$ cat src/hdl/ckms_pkg.sv
// Shared constants and types for the nearest-key search block.
package ckms_pkg;

	localparam int TABLE_DEPTH = 64;
	localparam int ID_W        = 24;
	localparam int IDX_W       = (TABLE_DEPTH > 1) ? $clog2(TABLE_DEPTH) : 1;
	localparam int CNT_W       = $clog2(TABLE_DEPTH + 1);
	localparam int ENTRY_W     = 2 * ID_W;

	localparam logic [CNT_W-1:0] CNT_FULL = CNT_W'(TABLE_DEPTH);

	typedef enum logic [1:0] {
		MODE_LOAD  = 2'd0,
		MODE_QUERY = 2'd1,
		MODE_CLEAR = 2'd2
	} mode_t;

	typedef struct packed {
		logic [ID_W-1:0] id;
		logic [ID_W-1:0] size;
	} entry_t;

	typedef struct packed {
		logic start;
		logic valid;
	} scan_ctl_t;

	typedef struct packed {
		logic busy;
		logic found;
	} scan_sts_t;

endpackage

$ cat src/hdl/ckms_if.sv
// Valid/ready channel interfaces for request and result beats.
interface ckms_in_if;
	logic                      valid;
	logic                      ready;
	logic [1:0]                mode;
	logic [ckms_pkg::ID_W-1:0] load_id;
	logic [ckms_pkg::ID_W-1:0] load_size;
	logic [ckms_pkg::ID_W-1:0] want_id;
	logic [ckms_pkg::ID_W-1:0] want_min_size;

	modport source (output valid, mode, load_id, load_size, want_id, want_min_size,
		input ready);
	modport sink (input valid, mode, load_id, load_size, want_id, want_min_size,
		output ready);
endinterface

interface ckms_out_if;
	logic                      valid;
	logic                      ready;
	logic                      found;
	logic [ckms_pkg::ID_W-1:0] best_id;

	modport source (output valid, found, best_id, input ready);
	modport sink (input valid, found, best_id, output ready);
endinterface

$ cat src/hdl/ckms_ram.sv
// Generic single-write, single-read RAM with registered read data.
module ckms_ram #(
	parameter int WIDTH = 8,
	parameter int DEPTH = 16,
	parameter int AW    = (DEPTH > 1) ? $clog2(DEPTH) : 1
) (
	input  logic             clk,
	input  logic             we,
	input  logic [AW-1:0]    waddr,
	input  logic [WIDTH-1:0] wdata,
	input  logic             re,
	input  logic [AW-1:0]    raddr,
	output logic [WIDTH-1:0] rdata
);
	logic [WIDTH-1:0] mem [0:DEPTH-1];

	always_ff @(posedge clk) begin
		if (we) begin
			mem[waddr] <= wdata;
		end
		if (re) begin
			rdata <= mem[raddr];
		end
	end
endmodule

$ cat src/hdl/ckms_scan.sv
// Two-stage distance and best-candidate tracker fed one entry per cycle.
module ckms_scan (
	input  logic                      clk,
	input  logic                      arst_n,
	input  ckms_pkg::scan_ctl_t       ctl,
	input  ckms_pkg::entry_t          entry,
	input  logic [ckms_pkg::ID_W-1:0] want_id,
	input  logic [ckms_pkg::ID_W-1:0] want_min_size,
	output ckms_pkg::scan_sts_t       sts,
	output logic [ckms_pkg::ID_W-1:0] best_id
);
	import ckms_pkg::*;

	logic [ID_W-1:0] want_q;
	logic [ID_W-1:0] min_q;
	logic            valid_s1;
	logic            qual_s1;
	logic [ID_W-1:0] id_s1;
	logic [ID_W-1:0] dist_s1;
	logic            have_q;
	logic [ID_W-1:0] best_q;
	logic [ID_W-1:0] best_dist_q;
	logic [ID_W-1:0] span;
	logic            better;

	assign span = (entry.id >= want_q) ? (entry.id - want_q) : (want_q - entry.id);

	assign better = !have_q || (dist_s1 < best_dist_q) ||
		((dist_s1 == best_dist_q) && (id_s1 < best_q));

	always_ff @(posedge clk or negedge arst_n) begin
		if (!arst_n) begin
			valid_s1 <= 1'b0;
			have_q   <= 1'b0;
		end else begin
			valid_s1 <= ctl.valid;
			if (ctl.start) begin
				have_q <= 1'b0;
			end else if (valid_s1 && qual_s1) begin
				have_q <= 1'b1;
			end
		end
	end

	always_ff @(posedge clk) begin
		if (ctl.start) begin
			want_q <= want_id;
			min_q  <= want_min_size;
		end
		qual_s1 <= entry.size >= min_q;
		id_s1   <= entry.id;
		dist_s1 <= span;
		if (valid_s1 && qual_s1 && better) begin
			best_q      <= id_s1;
			best_dist_q <= dist_s1;
		end
	end

	assign sts.busy  = valid_s1;
	assign sts.found = have_q;
	assign best_id   = have_q ? best_q : '0;
endmodule

$ cat src/hdl/closest_key_with_min_size.sv
// Top level: entry table, scan sequencer and result register.
//
//   channel  | role | beat carries
//   ---------+------+---------------------------------------------------
//   item     | sink | mode, load_id, load_size, want_id, want_min_size
//   result   | src  | found, best_id (one beat per query)
//
// Load and clear are done as they are taken; a query scans the table through the
// single read port of the entry RAM, one entry per cycle (an empty table skips
// the scan).
// Reset empties the table at once; RAM contents are not cleared.
// A finished answer waits in the result register while new beats are taken;
// a later query holds in its last step until that register frees.
module closest_key_with_min_size (
	input  logic       clk,
	input  logic       arst_n,
	ckms_in_if.sink    item,
	ckms_out_if.source result
);
	import ckms_pkg::*;

	typedef enum logic [1:0] {
		S_IDLE,
		S_SCAN,
		S_DRAIN,
		S_DONE
	} state_t;

	state_t           state_q;
	logic [CNT_W-1:0] count_q;
	logic [CNT_W-1:0] rd_idx_q;
	logic             rd_vld_q;
	logic             res_valid_q;
	logic             found_q;
	logic [ID_W-1:0]  best_q;

	logic             acc;
	logic             is_load;
	logic             is_query;
	logic             is_clear;
	logic             we;
	logic             re;
	logic             last;
	logic             res_load;
	entry_t           wr_entry;
	logic [ENTRY_W-1:0] rd_word;
	entry_t           rd_entry;
	scan_ctl_t        ctl;
	scan_sts_t        sts;
	logic [ID_W-1:0]  scan_best;

	assign item.ready = (state_q == S_IDLE);
	assign acc        = item.valid && item.ready;

	always_comb begin
		is_load  = 1'b0;
		is_query = 1'b0;
		is_clear = 1'b0;
		case (item.mode)
			MODE_LOAD:  is_load  = acc;
			MODE_QUERY: is_query = acc;
			MODE_CLEAR: is_clear = acc;
			default:    ;
		endcase
	end

	assign we            = is_load && (count_q < CNT_FULL);
	assign re            = (state_q == S_SCAN);
	assign last          = (CNT_W'(rd_idx_q + 1'b1) == count_q);
	assign res_load      = (state_q == S_DONE) && (!res_valid_q || result.ready);
	assign wr_entry.id   = item.load_id;
	assign wr_entry.size = item.load_size;
	assign rd_entry      = rd_word;
	assign ctl.start     = is_query;
	assign ctl.valid     = rd_vld_q;

	ckms_ram #(
		.WIDTH (ENTRY_W),
		.DEPTH (TABLE_DEPTH)
	) u_ram (
		.clk   (clk),
		.we    (we),
		.waddr (count_q[IDX_W-1:0]),
		.wdata (wr_entry),
		.re    (re),
		.raddr (rd_idx_q[IDX_W-1:0]),
		.rdata (rd_word)
	);

	ckms_scan u_scan (
		.clk           (clk),
		.arst_n        (arst_n),
		.ctl           (ctl),
		.entry         (rd_entry),
		.want_id       (item.want_id),
		.want_min_size (item.want_min_size),
		.sts           (sts),
		.best_id       (scan_best)
	);

	always_ff @(posedge clk or negedge arst_n) begin
		if (!arst_n) begin
			state_q     <= S_IDLE;
			count_q     <= '0;
			rd_idx_q    <= '0;
			rd_vld_q    <= 1'b0;
			res_valid_q <= 1'b0;
			found_q     <= 1'b0;
			best_q      <= '0;
		end else begin
			rd_vld_q <= re;
			if (res_load) begin
				res_valid_q <= 1'b1;
			end else if (result.ready) begin
				res_valid_q <= 1'b0;
			end
			case (state_q)
				S_IDLE: begin
					if (we) begin
						count_q <= CNT_W'(count_q + 1'b1);
					end
					if (is_clear) begin
						count_q <= '0;
					end
					if (is_query) begin
						rd_idx_q <= '0;
						state_q  <= (count_q == '0) ? S_DRAIN : S_SCAN;
					end
				end
				S_SCAN: begin
					rd_idx_q <= CNT_W'(rd_idx_q + 1'b1);
					if (last) begin
						state_q <= S_DRAIN;
					end
				end
				S_DRAIN: begin
					if (!rd_vld_q && !sts.busy) begin
						state_q <= S_DONE;
					end
				end
				S_DONE: begin
					if (res_load) begin
						found_q <= sts.found;
						best_q  <= scan_best;
						state_q <= S_IDLE;
					end
				end
				default: state_q <= S_IDLE;
			endcase
		end
	end

	assign result.valid   = res_valid_q;
	assign result.found   = found_q;
	assign result.best_id = best_q;
endmodule

$ cat src/flat_wrapper.sv
// flat-port wrapper written by rule: the top's interface ports become plain ports
module closest_key_with_min_size_flat import ckms_pkg::*;
  (clk, arst_n, item_valid, item_mode, item_load_id, item_load_size, item_want_id, item_want_min_size, item_ready, result_valid, result_found, result_best_id, result_ready);
  ckms_in_if item_i ();
  ckms_out_if result_i ();
  input  logic clk;
  input  logic arst_n;
  input wire logic [$bits(item_i.valid)-1:0] item_valid;
  input wire logic [$bits(item_i.mode)-1:0] item_mode;
  input wire logic [$bits(item_i.load_id)-1:0] item_load_id;
  input wire logic [$bits(item_i.load_size)-1:0] item_load_size;
  input wire logic [$bits(item_i.want_id)-1:0] item_want_id;
  input wire logic [$bits(item_i.want_min_size)-1:0] item_want_min_size;
  output wire logic [$bits(item_i.ready)-1:0] item_ready;
  output wire logic [$bits(result_i.valid)-1:0] result_valid;
  output wire logic [$bits(result_i.found)-1:0] result_found;
  output wire logic [$bits(result_i.best_id)-1:0] result_best_id;
  input wire logic [$bits(result_i.ready)-1:0] result_ready;
  assign item_i.valid = item_valid;
  assign item_i.mode = item_mode;
  assign item_i.load_id = item_load_id;
  assign item_i.load_size = item_load_size;
  assign item_i.want_id = item_want_id;
  assign item_i.want_min_size = item_want_min_size;
  assign item_ready = item_i.ready;
  assign result_valid = result_i.valid;
  assign result_found = result_i.found;
  assign result_best_id = result_i.best_id;
  assign result_i.ready = result_ready;
  closest_key_with_min_size u_core (.clk(clk), .arst_n(arst_n), .item(item_i), .result(result_i));
endmodule
$ cat config.mk
export PLATFORM = sky130hd
export DESIGN_NAME = closest_key_with_min_size_flat
export DESIGN_NICKNAME = d
export VERILOG_FILES = /design/src/hdl/ckms_pkg.sv /design/src/hdl/ckms_if.sv /design/src/hdl/ckms_ram.sv /design/src/hdl/ckms_scan.sv /design/src/hdl/closest_key_with_min_size.sv /design/src/flat_wrapper.sv
export SDC_FILE = /design/constraint.sdc
export NUM_CORES = 2
export LEC_CHECK = 0
export ABC_CLOCK_PERIOD_IN_PS = 5600
export BUFFER_PORTS_ARGS = -buffer_cell sky130_fd_sc_hd__buf_2
export CORE_MARGIN = 2
export CORE_UTILIZATION = 55
export DETAILED_ROUTE_END_ITERATION = 8
export MAX_ROUTING_LAYER = met4
export PLACE_DENSITY = 0.73
export REMOVE_ABC_BUFFERS = 1
export SLEW_MARGIN = 15
export SYNTH_ARGS = -nofsm -noshare
export SYNTH_HDL_FRONTEND = slang
export SYNTH_HIERARCHICAL = 1
export SYNTH_SLANG_ARGS = --single-unit
$ cat constraint.sdc
create_clock -name clk -period 5.6 [get_ports clk]
set_clock_uncertainty 0.2 [all_clocks]
set_input_delay 0.28 -clock clk [delete_from_list [all_inputs] [get_ports clk]]
set_output_delay 0.28 -clock clk [all_outputs]
set_load 0.005 [all_outputs]
==> key figures <==
Synth
  • Synthesized area per cell: 21.46 um2
  • Synthesized area: 128300 um2
  • Synth Register Bits: 3310
  • Post-synth EDFFs: 3216
  • YS warnings: 6
  • Post-Syn Instances: 5982
  • Yosys cell types: 82
  • Main synth FF type: edfxtp_1
  • Asr flop ratio synth: 1.360%
  • Sequential-to-total area share from yosys stat: 76.89%

Place
  • Dpl ws: 1.200 ns
  • PortBufs: 128
  • GP Congestion: 0.8966
  • Dpl cell area: 133700 um2
  • Post-detail-place hpwl: 186.8 mm

CTS
  • CTS tree: built
  • Bufs on Longest Clock Path: 4
  • Number of CTS-inserted buffers: 340
  • CTS H-Tree Depth: 5
  • Worst-path clk slew: 0.06 ns
  • CTS sink count: 3310
  • Clk_lat worst skew: 0.98 ns
  • CTS Root Cell: clkbuf_16

Route
  • Pre-antenna DRT Iters: 6
  • Metal2 WL: 159.9 mm
  • Vias: 66220
  • WL/cell: 34.36 um
  • Vias per cell: 6.749
  • Final wirelength: 337.1 mm
  • WL met3: 41.51 mm
  • Post-route DRC: 0
  • Max Used Layer: met4
  • Iteration-0 DRC Markers: 9929
  • Wire length on met1: 122.0 mm
  • ANT nets after route: 0

Timing
  • Achievable Freq: 220.8 MHz
  • Final slew viol count: 0
  • Final worst path period share: 80.87%
  • Slew headroom: 16.04%
  • # setup viols final: 0
  • Final Hold Vio Count: 0
  • Actual slew at the worst max-slew pin: 1.259 ns
  • Setup ws final: 1.071 ns
  • Min Tclk post-route: 4.529 ns
  • Unrepaired setup endpoints after global routing: no

Pwr
  • Worst vdd rail ir drop: 350.5 uV
  • Leak: 46.71 nW
  • Tot Pwr: 65.73 mW
  • Pwr/cell area: 450.5 nW/um2

Status
  • Status: complete, no violations

Finish
  • Register Area: 98690 um2
  • Layout cell share with drive strength beyond 1: 25.21%
  • Fill cells: 14980
  • Final layout net count: 6731
  • Multi-input gate area: 28020 um2
  • Util after Layout: 62.81%
  • Area grow syn2layout: 13.69%
  • Post-route cell area: 145900 um2

Setup path
  • Worst EP arrival: 4.89 ns
  • Critical Path Sink Type: register
  • Worst setup SP type: register
  • Worst Setup EP: u_core/u_ram/rdata[45]
  • R2R depth: 6
  • CP Data Required Time: 5.96 ns
  • Setup CP Type: reg2reg
  • Crit path launch: u_core/rd_idx_q[4]
  • Reg-to-reg startpoint: u_core/rd_idx_q[4]
  • Worst reg2reg setup slack: 1.07 ns
  • Worst R2R End: u_core/u_ram/rdata[45]
  • Crit Path Max Fanout: 23

Flow run
  • Max-cap violations: 0

Global routing
  • Congestion Overflow GR: 0
  • Total track usage: 29.26%
  • Global-route wire length before repair: 477.0 mm
  • Initial antenna violation count: 19
  • Largest net degree at the start of global routing: 108
  • Vias in the first global route: 65560

Floorplanning
  • Chip width: 487.1 um
  • Std cell rows: 177
  • Core Box Area: 232300 um2
  • Die ar.: 237200 um2
  • I/O Pins: 129
  • Initial core utilization: 55.25%
  • Die height: 487.1 um

Worst hold path
  • Worst Hold Class: in2reg
## synth_stat cells (45+ instances only)
cell type,n,area (um2)
a211oi_1,48,360.4
a21oi_1,141,705.7
a221oi_1,85,744.5
a22o_1,58,508.0
a22oi_1,73,548.0
buf_2,108,540.5
buf_4,68,510.5
clkbuf_1,107,401.6
dfrtp_1,45,1126
dfxtp_1,49,980.9
edfxtp_1,3216,96570
ha_1,125,1564
inv_1,133,499.2
mux2i_1,70,700.7
mux4_2,754,16980
nand2_1,99,371.6
nor2_1,179,671.9
o22ai_1,126,788.3
## power breakdown
part / leakage, nW / switching, mW / total (mW) / internal (mW)
Combinational: 11.7 / 8.45 / 15.4 / 6.98
Sequential: 29.9 / 0.780 / 28.8 / 28.0
Clock: 5.11 / 9.18 / 21.5 / 12.4
## timing repair
item                                   in CTS  in global routing
hold buffers                              153                  0
endpoints found under the hold margin    3156                  0
setup buffers                               0                  0
resized for setup                           0                  0
## stage by stage
step,TNS (ns),hold WS (ns),cells
after global routing,0,0.09333,9808
after global placement,0,0.1639,9043
final,0,0.08032,9812
after detailed placement,0,0.1634,9045
after floorplan,-1524.88,-0.2156,5667
after CTS,0,0.1781,9790
## placed cells by master, fill, tap and decap left out, drive strengths merged, types with 45 or more instances in the layout
master / Yosys / routed
o22ai: 126 / 126
dfxtp: 49 / 49
a221oi: 85 / 85
inv: 133 / 141
a211oi: 49 / 49
a21oi: 142 / 142
clkinv: 0 / 140
ha: 125 / 125
mux4: 754 / 754
buf: 206 / 340
a22oi: 74 / 74
edfxtp: 3216 / 3216
dfrtp: 45 / 45
nor2: 179 / 179
nand2: 100 / 100
dlygate4sd3: 0 / 153
o21ai: 45 / 45
clkbuf: 109 / 408
mux2i: 70 / 70
a22o: 58 / 58
## flip-flops by register name, summed over array words and instances, names as in the netlist
name and flops:
u_core/u_ram/mem 3072, u_core/u_scan/have_q 1, u_core/u_scan/id_s1 24, u_core/u_scan/min_q 24, u_core/rd_vld_q 1, u_core/u_scan/best_q 24, u_core/result.valid 1, u_core/u_scan/valid_s1 1
u_core/u_scan/qual_s1 1, u_core/u_scan/dist_s1 24, u_core/state_q 2, u_core/u_scan/best_dist_q 24, u_core/rd_idx_q 7, u_core/u_ram/rdata 48, u_core/result.found 1, u_core/u_scan/want_q 24
u_core/result.best_id 24, u_core/count_q 7
## routing by layer
layer	vias to the layer above	global-route usage [%]
li1	26190	-
met1	34550	39.88
met2	4705	44.05
met3	776	6.356
met4	0	10.73
met5	-	-
## worst min path at each step
stage                            from                 endpoint  slack [ns]  cells after the start
floorplan                      arst_n        u_core/count_q[0]       -0.22                      0
global placement      u_core/rd_vld_q   u_core/u_scan/valid_s1        0.16                      0
detailed placement    u_core/rd_vld_q   u_core/u_scan/valid_s1        0.16                      0
CTS                   u_core/rd_vld_q   u_core/u_scan/valid_s1        0.18                      0
global route        item_load_size[5]  u_core/u_ram/mem[45][5]        0.09                      2
finish              item_load_size[5]  u_core/u_ram/mem[45][5]        0.08                      2
## final cells by class
cell class | count | share of cell area, %
Sequential cell | 3310 | 67.64
Multi-Input combinational cell | 2224 | 19.21
Clock buffer | 408 | 6.070
Timing Repair Buffer | 493 | 3.013
Tap cell | 3043 | 2.609
Clock inverter | 184 | 1.091
Inverter | 133 | 0.3421
Antenna cell | 17 | 0.02916
## logic make-up (layout without fill, tap and decap cells)
logic type	after synthesis	count (layout)	synth area share [%]
DFF	3310	3310	76.89
muxes	861	861	14.10
AOI/OAI and AO/OA	731	731	4.029
and+or+nand+nor	469	469	1.766
buffers and inverters	448	1218	1.722
adders and majority gates	127	127	1.250
xor gates and xnor gates	36	36	0.2457
other	0	17	0
## worst max-delay path, stage by stage, from the launching register on
cell      delay (ns)
dfrtp_2         0.71
nand2_2         0.78
buf_4           0.51
o221ai_1        0.19
a21oi_1         0.44
a21oi_1         0.26
a221oi_1        1.01
Note: power is estimated with default switching activity, not from simulation.
